===== config.mk =====
export PLATFORM = sky130hd
export DESIGN_NAME = tsp_isqrt
export DESIGN_NICKNAME = d
export VERILOG_FILES = /design/src/rtl/core/triangle_sides_perimeter_area_defines.svh /design/src/rtl/core/tsp_pkg.sv /design/src/rtl/core/tsp_isqrt.sv
export SDC_FILE = /design/constraint.sdc
export NUM_CORES = 1
export LEC_CHECK = 0
export ABC_AREA = 1
export BUFFER_PORTS_ARGS = -buffer_cell sky130_fd_sc_hd__buf_2
export CAP_MARGIN = 40
export CORE_MARGIN = 5
export CORE_UTILIZATION = 58
export CTS_CLUSTER_SIZE = 20
export DETAILED_ROUTE_END_ITERATION = 6
export PLACE_DENSITY = 0.74
export RECOVER_POWER = 25
export SLEW_MARGIN = 20
export SYNTH_ARGS = -nofsm -noshare
export SYNTH_HDL_FRONTEND = slang
export SYNTH_SLANG_ARGS = --single-unit

===== constraint.sdc =====
create_clock -name clock -period 2.96 [get_ports clock]
set_input_delay 0.444 -clock clock [delete_from_list [all_inputs] [get_ports clock]]
set_output_delay 0.444 -clock clock [all_outputs]
set_load 0.05 [all_outputs]

===== src/rtl/core/triangle_sides_perimeter_area_defines.svh =====
// assertion macros shared by the triangle geometry rtl
// no dependencies; included by files that carry concurrent checks
`ifndef TRIANGLE_SIDES_PERIMETER_AREA_DEFINES_SVH
`define TRIANGLE_SIDES_PERIMETER_AREA_DEFINES_SVH

// same-cycle implication, checks disabled while in reset
`define TSP_ASSERT_IMPL(label, clk, rst, ante, cons) \
   label: assert property (@(posedge clk) disable iff (rst) (ante) |-> (cons)) \
      else $error("tsp check failed");

// next-cycle implication, checks disabled while in reset
`define TSP_ASSERT_NEXT(label, clk, rst, ante, cons) \
   label: assert property (@(posedge clk) disable iff (rst) (ante) |=> (cons)) \
      else $error("tsp check failed");

`endif


===== src/rtl/core/tsp_pkg.sv =====
// widths, constants and payload types for the triangle geometry pipeline
// no dependencies; imported by every module of the block
`default_nettype none

package tsp_pkg;

   localparam int COORD_WIDTH = 16;
   localparam int FRAC_BITS   = 8;

   localparam int MAG_W   = COORD_WIDTH;          // |coordinate difference|
   localparam int SQ_W    = 2 * MAG_W;
   localparam int SUM_W   = 2 * MAG_W + 2;        // sum of three squares
   localparam int SIDE_W  = MAG_W + 1;
   localparam int PERIM_W = SIDE_W + 2;
   localparam int FAC_W   = SIDE_W + 1;           // heron factor magnitude
   localparam int P1_W    = PERIM_W + FAC_W;
   localparam int P2_W    = 2 * FAC_W;
   localparam int P2_LO_W = P2_W / 2;
   localparam int P2_HI_W = P2_W - P2_LO_W;
   localparam int HRAD_W  = 4 * SIDE_W + 6;       // heron product, even width
   localparam int HROOT_W = HRAD_W / 2;
   localparam int AREA_SH = 2 + FRAC_BITS;
   localparam int AREA_W  = 2 * SIDE_W - 1 - FRAC_BITS;

   localparam int DIMS_W = 2;
   localparam logic [DIMS_W-1:0] DIMS_3D    = 2'd3;
   localparam logic [DIMS_W-1:0] DIMS_RESET = 2'd2;

   typedef struct packed {
      logic signed [COORD_WIDTH-1:0] ax;
      logic signed [COORD_WIDTH-1:0] ay;
      logic signed [COORD_WIDTH-1:0] az;
      logic signed [COORD_WIDTH-1:0] bx;
      logic signed [COORD_WIDTH-1:0] by_coord;
      logic signed [COORD_WIDTH-1:0] bz;
      logic signed [COORD_WIDTH-1:0] cx;
      logic signed [COORD_WIDTH-1:0] cy;
      logic signed [COORD_WIDTH-1:0] cz;
   } req_type;

   typedef struct packed {
      logic [SIDE_W-1:0]  side_ab;
      logic [SIDE_W-1:0]  side_bc;
      logic [SIDE_W-1:0]  side_ca;
      logic [PERIM_W-1:0] perimeter;
      logic [AREA_W-1:0]  area;
   } rsp_type;

   // what travels alongside the heron product
   typedef struct packed {
      logic               zero;
      logic [PERIM_W-1:0] per;
      logic [SIDE_W-1:0]  ab;
      logic [SIDE_W-1:0]  bc;
      logic [SIDE_W-1:0]  ca;
   } meta_type;

endpackage

`default_nettype wire


===== src/rtl/core/tsp_isqrt.sv =====
// pipelined truncated integer square root, one result bit per stage
// depends on tsp_pkg; LANES roots computed side by side
`default_nettype none

module tsp_isqrt
   import tsp_pkg::*;
#(
   parameter int RES_W = SIDE_W,
   parameter int LANES = 1
) (
   input  wire logic                              clock,
   input  wire logic                              reset,
   input  wire logic                              en,
   input  wire logic                              in_valid,
   input  wire logic [LANES-1:0][2*RES_W-1:0]     in_rad,
   output logic                                   out_valid,
   output logic [LANES-1:0][RES_W-1:0]            out_root
);

   localparam int RAD_W = 2 * RES_W;
   localparam int REM_W = RES_W + 2;

   logic [RES_W-1:0]                 vld_ff;
   logic [LANES-1:0][RAD_W-1:0]      rad_ff  [RES_W];
   logic [LANES-1:0][REM_W-1:0]      rem_ff  [RES_W];
   logic [LANES-1:0][RES_W-1:0]      root_ff [RES_W];

   for (genvar k = 0; k < RES_W; k++) begin : g_stage
      logic                         v_prev;
      logic [LANES-1:0][RAD_W-1:0]  rad_prev;
      logic [LANES-1:0][REM_W-1:0]  rem_prev;
      logic [LANES-1:0][RES_W-1:0]  root_prev;
      logic [LANES-1:0][RAD_W-1:0]  rad_in;
      logic [LANES-1:0][REM_W-1:0]  rem_in;
      logic [LANES-1:0][RES_W-1:0]  root_in;

      if (k == 0) begin : g_first
         assign v_prev    = in_valid;
         assign rad_prev  = in_rad;
         assign rem_prev  = '0;
         assign root_prev = '0;
      end else begin : g_next
         assign v_prev    = vld_ff[k-1];
         assign rad_prev  = rad_ff[k-1];
         assign rem_prev  = rem_ff[k-1];
         assign root_prev = root_ff[k-1];
      end

      for (genvar l = 0; l < LANES; l++) begin : g_lane
         logic [REM_W-1:0] rem_sh;
         logic [REM_W-1:0] trial;
         logic [REM_W:0]   diff;

         always_comb begin
            rem_sh = {rem_prev[l][RES_W-1:0], rad_prev[l][RAD_W-1:RAD_W-2]};
            trial  = {root_prev[l], 2'b01};
            diff   = {1'b0, rem_sh} - {1'b0, trial};
            rad_in[l] = {rad_prev[l][RAD_W-3:0], 2'b00};
            if (!diff[REM_W]) begin
               rem_in[l]  = diff[REM_W-1:0];
               root_in[l] = {root_prev[l][RES_W-2:0], 1'b1};
            end else begin
               rem_in[l]  = rem_sh;
               root_in[l] = {root_prev[l][RES_W-2:0], 1'b0};
            end
         end
      end

      always_ff @(posedge clock) begin
         if (reset) begin
            vld_ff[k] <= 1'b0;
         end else if (en) begin
            vld_ff[k] <= v_prev;
         end
      end

      always_ff @(posedge clock) begin
         if (en) begin
            rad_ff[k]  <= rad_in;
            rem_ff[k]  <= rem_in;
            root_ff[k] <= root_in;
         end
      end
   end

   assign out_valid = vld_ff[RES_W-1];
   assign out_root  = root_ff[RES_W-1];

endmodule

`default_nettype wire


==> results.md, run 1 <==
* Chip Height at between 200 and 300 um
* Clock tree buffer depth at 3
* Violated checks: max-capacitance violations, max-slew violations
* Final nets at around 3,800
* Port Buffers at between 50 and 60
* Reg2reg start: rem_ff[0][159]
* H-tree depth at 3
* Data required, critical path at around 3300 ps
* # IOs at 56
* Root Driver: clkbuf_16
* Post-DP HPWL at slightly below 50 mm
* Maximum VDD drop at ~0.7 mV
* Hold Path Origin: in_rad[10]
* Least-Margin Pin Slew at between 1500 and 2000 ps
* Post-synth EDFFs at 672
* Design area at 38,000 um^2
* Vias in the first global route at between 20,000 and 25,000
* Area Growth Syn to Fin at 10.6%
* Fill cells at approximately 4,700
* Distinct cells, synth at 46
* Status: finished with violations
* Max-slew violation count at 46
* # clock sinks at between 600 and 700
* Final Setup Violations at 0
* MaxCap Viol Count at 1
* R2R depth at 9
* Wirelength per Cell at about 15 um
* Fin crit share at around 80%
* CTS buffer count at between 70 and 80
* CP arrival at between 2000 and 3000 ps
* Initial antenna violation count at 0
* Initial core utilization at between 50% and 60%
* Syn Inst Count at ~3,500
* Layout cell share with drive strength beyond 1 at 7.00%
* Die width at ~250 um
* Hold path cells at 1
* Slew margin rel. at -7.61%
* Syn Area/Cell at between 9 and 10 um^2
* Reg clk slew, reported paths at approximately 60 ps
* Final WL at just under 70 mm
* Hold EP: rad_ff[0][10]
* First-pass GRT wire length at around 110 mm
* Worst-Skew Late Latency at slightly above 600 ps
* CP max FO at 21
* Final ANT Viol Nets at 0
* Hold Path Class: input pin to flip-flop
* Via count at between 20,000 and 25,000
* CTS tree: yes
* WS Path Type: flip-flop to flip-flop
* Final GP Congestion at about 0.92
* Seq/Total Area, Yosys at 59.8%
* Hold Vio Cnt, Final at 0
* Synthesized cell area at 34,300 um^2
* Vias per cell at 5.16
* Final WS setup at ~570 ps
* R2R setup slack at 570 ps
* Ys async rst share at 0%
* Core area at between 50,000 and 60,000 um^2
* Placed standard-cell area at roughly 36,000 um^2
* P per Cell Area at ~670 nW/um^2
* Drc violations at 0
* Leak at about 17 nW
* Achievable clock frequency at between 0.4 and 0.5 GHz
* Main synth FF type: edfxtp_1
* RR Endpoint: rem_ff[0][176]
* DR pass1 iterations at 5
* Ys Warns at 0
* Startpoint types: flip-flop
* DR iter-0 viols at approximately 1,700
* Final Critical Period at around 2400 ps
* Largest net degree at the start of global routing at about 110
* Die Area at 64,100 um^2
* Worst setup EP type: flip-flop
* Number of synthesized register bits at approximately 690
* Clk_skew at 25.5 ps
* Pre-CTS setup slack at a little over 600 ps
* ANT cells at 0
* Gr ovfl total at 0
* Final setup TNS at 0 ps
* Total Routing Usage GR at 21.5%
* RSZ-0062 raised after global routing: false
* Row count at 89
-- how the worst max path moves through the flow --
stage	startpoint	cells after the start	endpoint	slack, ps
2_1_floorplan	rem_ff[0][269]	12	rem_ff[0][292]	1040
3_3_place_gp	root_ff[1][4]	10	rem_ff[0][176]	610
3_5_place_dp	rem_ff[0][159]	9	rem_ff[0][176]	610
4_1_cts	root_ff[1][4]	10	rem_ff[0][176]	570
5_1_grt	en	4	g_stage[8].v_prev	320
6_report	rem_ff[0][159]	9	rem_ff[0][176]	570
-- critical path: stages (launching register included) --
cell and delay, ps:
edfxtp_1 430, ha_1 400, nand2_1 110, inv_1 70
nand2_1 80, inv_1 50, a21oi_2 190, nand3_2 220
inv_2 350, o21ai_0 200
-- metal layers --
| metal | vias up | part of all wire [%] | global-route usage (%) |
|---|---|---|---|
| li1 | 11800 | - | - |
| met1 | 10600 | 44 | 28.4 |
| met2 | 518 | 50 | 37.7 |
| met3 | 108 | 3.9 | 2.69 |
| met4 | 0 | 2.2 | 6.08 |
| met5 | - | 0 | 0 |
-- per-stage QoR --
stage	utilization, %	instances	hold WS, ps	power, mW
6_report	64.5	4461	31.5	25.6
5_1_grt	64.5	4461	9.05	27.0
4_1_cts	64.6	4461	3.36	25.8
3_5_place_dp	60.4	4306	405	17.3
3_3_place_gp	60.4	4306	400	17.2
2_1_floorplan	-	3491	400	16.0
-- flip-flops by register name (all words and copies together) (netlist names) --
register	count
g_stage.v_prev	16
out_valid	1
rad_ff	272
rem_ff	247
root_ff	153
-- logic make-up (layout without fill, tap and decap cells) --
kind of cell             count (synthesis)  after routing  synth area share [%]
flip-flops                             689            689                  59.8
AO/OA/AOI/OAI                          315            315                  4.86
AND/OR/NAND/NOR                       1591           1591                  19.8
adder cells (fa/ha/maj)                151            151                  5.51
buffers and inverters                  639            836                  7.37
XOR/XNOR                               104            104                  2.65
other                                    1              2                0.0109
-- layout by cell type, fill, tap and decap left out, types with 60 or more instances in the layout --
cell       instances
nand2_1         1015
edfxtp_1         672
inv_1            597
nor2_1           215
nand3_1          185
a21oi_1          162
ha_1             151
o21ai_0           80
clkbuf_16         72
xor2_1            60
-- report_power, final --
group,switching [mW],total [mW],internal [mW]
sequential,0.573,12.5,12.0
combinational,3.02,4.67,1.65
clock,3.67,8.39,4.72
-- synthesized netlist by cell type (4+ instances only) --
cell type	number	area, um^2
nand2_1	1015	3810
edfxtp_1	672	20200
inv_1	597	2240
nor2_1	215	807
nand3_1	185	926
a21oi_1	162	811
ha_1	151	1890
o21ai_0	80	400
xor2_1	60	526
nand4_1	50	313
o21ai_1	45	225
xnor2_1	44	385
nand3b_1	28	210
nor3_1	23	115
dfxtp_1	17	340
nor2_2	13	81.3
o21ai_2	13	114
nand2_2	12	75.1
or2_2	12	75.1
buf_6	10	113
inv_2	10	37.5
nand3_2	9	90.1
and2_1	7	43.8
clkbuf_1	7	26.3
and3_1	6	37.5
buf_4	6	45.0
nor2_4	6	67.6
buf_2	5	25.0
nand3_4	4	70.1
-- final cells by class --
type | count | area [um^2] | share of cell area (%)
clock buffer | 84 | 1860 | 4.90
clock inverter | 46 | 342 | 0.900
inverter | 608 | 2280 | 6.01
multi-input combinational | 2163 | 11300 | 29.7
sequential | 689 | 20500 | 54.1
tap | 773 | 967 | 2.55
timing repair buffer | 98 | 706 | 1.86
-- repair_timing --
item | CTS | global route
hold buffers | 25 | 0
hold endpoints to repair | 25 | 0
setup buffers | 0 | 0
resized for setup | 0 | 0
Power figures use the tool's default switching activity.
==> run 2, diff against run 1 <==
Settings changed: ABC_AREA 1 to 0, CORE_UTILIZATION 58 to 57, PLACE_DENSITY 0.74 to 0.76.
Clock period 2.96 ns to 2 ns, I/O delays scaled along.
==> results.md, run 2 <==
* Status: finished with violations
* Violated checks: negative setup slack
* CP arrival at 2920 ps (+220 ps)
* # IOs at 56 (unchanged)
* DR iter-0 viols at 1,895 (+9.9%)
* Dominant combinational cell family by area after synthesis: compound AO/OA/AOI/OAI gates
* Least-Margin Pin Slew at 1060 ps (-556 ps)
* FF/Latch Area at 20,500 um^2 (unchanged)
* Yosys top cell area share at 64.3% (+5.5 points)
* Seq/Total Area, Yosys at 65.4% (+5.6 points)
* Post-DP HPWL at 44.4 mm (-10%)
* Row count at 86 (-3.4%)
* Post-synth EDFFs at 672 (unchanged)
* Final WL at 87.3 mm (+28%)
* Top-count cell post-synth: edfxtp_1
* Ys async rst share at 0% (unchanged)
* Xor/xnor share of the synthesized area at 4.30% (+1.6 points)
* Most frequent cells in the layout: edfxtp_1 (672), buf_4 (632), inv_1 (166), nor2_1 (118), ha_1 (87)
* Fill cells at 2,537 (-46%)
* Number of synthesized register bits at 689 (unchanged)
* Commonest cells post-synth: edfxtp_1 (672), inv_1 (201), nor2_1 (163)
* Hold Vio Cnt, Final at 0 (unchanged)
* First-pass GRT wire length at 120 mm (+7.4%)
* Area share of and/or/nand/nor cells after synthesis at 8.37% (-11 points)
* Pwr Total at 44.6 mW (+74%)
* Worst setup EP type: flip-flop
* Commonest non-fill, non-tap cell in the layout: edfxtp_1
* Final GP Congestion at 0.916 (-0.30%)
* Achievable clock frequency at 0.392 GHz (-6.3%)
* Multi-input logic area at 13,200 um^2 (+17%)
* Area Growth Syn to Fin at 42.6%
* Synth Area in Adders at 6.02% (+0.51 points)
* DR pass1 iterations at 6 (+1)
* Vias per cell at 5.82 (+13%)
* Area contributors post-synth: edfxtp_1 (64%), ha_1 (6.0%), inv_1 (2.4%)
* Largest net degree at the start of global routing at 79 (-25%)
* Core area at 54,900 um^2 (-6.7%)
* Area leader, netlist: edfxtp_1
* # clock sinks at 689 (unchanged)
* Final ANT Viol Nets at 0 (unchanged)
* Distinct cells, synth at 91 (+98%)
* Syn Area/Cell at 13.5 um^2 (+37%)
* Startpoint types: flip-flop
* Layout cell share with drive strength beyond 1 at 44.3% (+37 points)
* Reg clk slew, reported paths at 70 ps (about the same)
* Port Buffers at 55 (unchanged)
* ANT cells at 0 (unchanged)
* Final Setup Violations at 246 (+246)
* Final WS setup at -550 ps (-1120 ps)
* Hold Path Class: input pin to flip-flop
* Initial antenna violation count at 0 (unchanged)
* Post-synthesis compound-gate area fraction at 9.82% (+5.0 points)
* Worst-Skew Late Latency at 620 ps (about the same)
* CP max FO at 7 (-67%)
* Final nets at 3,393 (-11%)
* Drc violations at 0 (unchanged)
* Gr ovfl total at 0 (unchanged)
* Total Routing Usage GR at 24.7% (+3.2 points)
* Vias in the first global route at 23,300 (+4.6%)
* Max FFs per register at 272 (unchanged)
* Biggest regs: rad_ff: 272 flops, rem_ff: 247 flops, root_ff: 153 flops
* RSZ-0062 raised after global routing: true
* WS Path Type: flip-flop to flip-flop
* Die Area at 59,900 um^2 (-6.7%)
* Maximum VDD drop at 0.967 mV (+42%)
* Slew margin rel. at 29.5% (+37 points)
* Main synth FF type: edfxtp_1
* P per Cell Area at 996 nW/um^2 (+48%)
* H-tree depth at 3 (unchanged)
* Wirelength per Cell at 22.0 um (+44%)
* Final Critical Period at 2550 ps (+162 ps)
* Die width at 245 um (-3.4%)
* Initial core utilization at 57.2% (-1.2 points)
* R2R setup slack at -550 ps (-1120 ps)
* Via count at 23,100 (+0.41%)
* Mux cell area share after synthesis at 3.05% (+3.0 points)
* Finished Layout Cells at 3,969 (-11%)
* Largest Register: rad_ff
* CTS buffer count at 74 (+2.8%)
* Chip Height at 245 um (-3.4%)
* Max-slew violation count at 0 (-100%)
* Root Driver: clkbuf_16
* Clk_skew at 33.4 ps (+7.85 ps)
* CTS tree: yes
* Placed Instances at 3,609 (-16%)
* Leak at 18.1 nW (+7.5%)
* Data required, critical path at 2370 ps (-900 ps)
* Syn Inst Count at 2,323 (-33%)
* MaxCap Viol Count at 0 (-1)
* Ys Warns at 0 (unchanged)
* Synthesized cell area at 31,400 um^2 (-8.5%)
* Fin crit share at 128% (+47 points)
* Clock tree buffer depth at 3 (unchanged)
run 2: layer usage:
metal  up-vias  share of wire (%)  global-route usage [%]
met3       279                5.0                    3.90
met4         0                4.2                    8.75
met1     11400                 38                    30.1
met5         -                  0                       0
li1      10500                  -                       -
met2       955                 53                    44.8
run 2: cell type report:
cell class	instances	area share (%)
clock buffer	90	4.36
clock inverter	47	1.00
inverter	205	1.73
multi-input combinational	1392	29.5
sequential	689	45.8
tap	704	1.97
timing repair buffer	842	15.6
run 2: final timing paths:
| kind | from | endpoint | cells after the start |
|---|---|---|---|
| worst max-delay path | root_ff[1][92] | rem_ff[0][269] | 10 |
| worst min-delay path | reset | g_stage[16].v_prev | 2 |
| worst max register to register | root_ff[1][92] | rem_ff[0][269] | 10 |
| worst min register to register | rad_ff[0][16] | rad_ff[0][50] | 0 |
run 2: repair_timing:
item                                   in CTS  in global routing
pin swaps                                 136                144
setup endpoints to repair                 241                247
cloned                                     10                  2
gates resized for setup                   347                302
hold buffers                               36                  0
endpoints found under the hold margin      36                  0
setup buffers                             109                 93
run 2: worst max-delay path: stages, from the launching register on:
cell      delay [ps]
edfxtp_1         410
inv_2             90
ha_4             210
or3_4            350
o21ai_2           80
a31oi_1           70
a41o_2           280
a211oi_4         210
buf_6            150
buf_12           140
mux2_4           300
run 2: cell families (layout without fill, tap and decap cells):
kind of cell             after synthesis  after routing
buffers and inverters                245           1184
AO/OA/AOI/OAI                        463            464
AND/OR/NAND/NOR                      534            535
flip-flops                           689            689
adder cells (fa/ha/maj)              151            151
other                                  1              2
XOR/XNOR                             154            154
multiplexers                          86             86
run 2: metrics by stage:
| stage | hold WS [ps] | util, % | instance area [um^2] | worst slack [ps] | setup TNS [ps] |
|---|---|---|---|---|---|
| global placement | 401 | 69.0 | 37900 | -481 | -49860 |
| global route | 36.6 | 81.6 | 44800 | -625 | -91530 |
| finish | 39.2 | 81.6 | 44800 | -550 | -76960 |
| floorplan | 399 | - | 32500 | -543 | -26440 |
| CTS | 11.0 | 78.7 | 43200 | -523 | -55580 |
| detailed placement | 405 | 69.0 | 37900 | -533 | -61140 |
run 2: report_power, final:
| group | internal, mW | total, mW | switching, mW |
|---|---|---|---|
| sequential | 17.8 | 18.8 | 0.981 |
| clock | 7.71 | 13.8 | 6.11 |
| combinational | 6.27 | 11.9 | 5.67 |
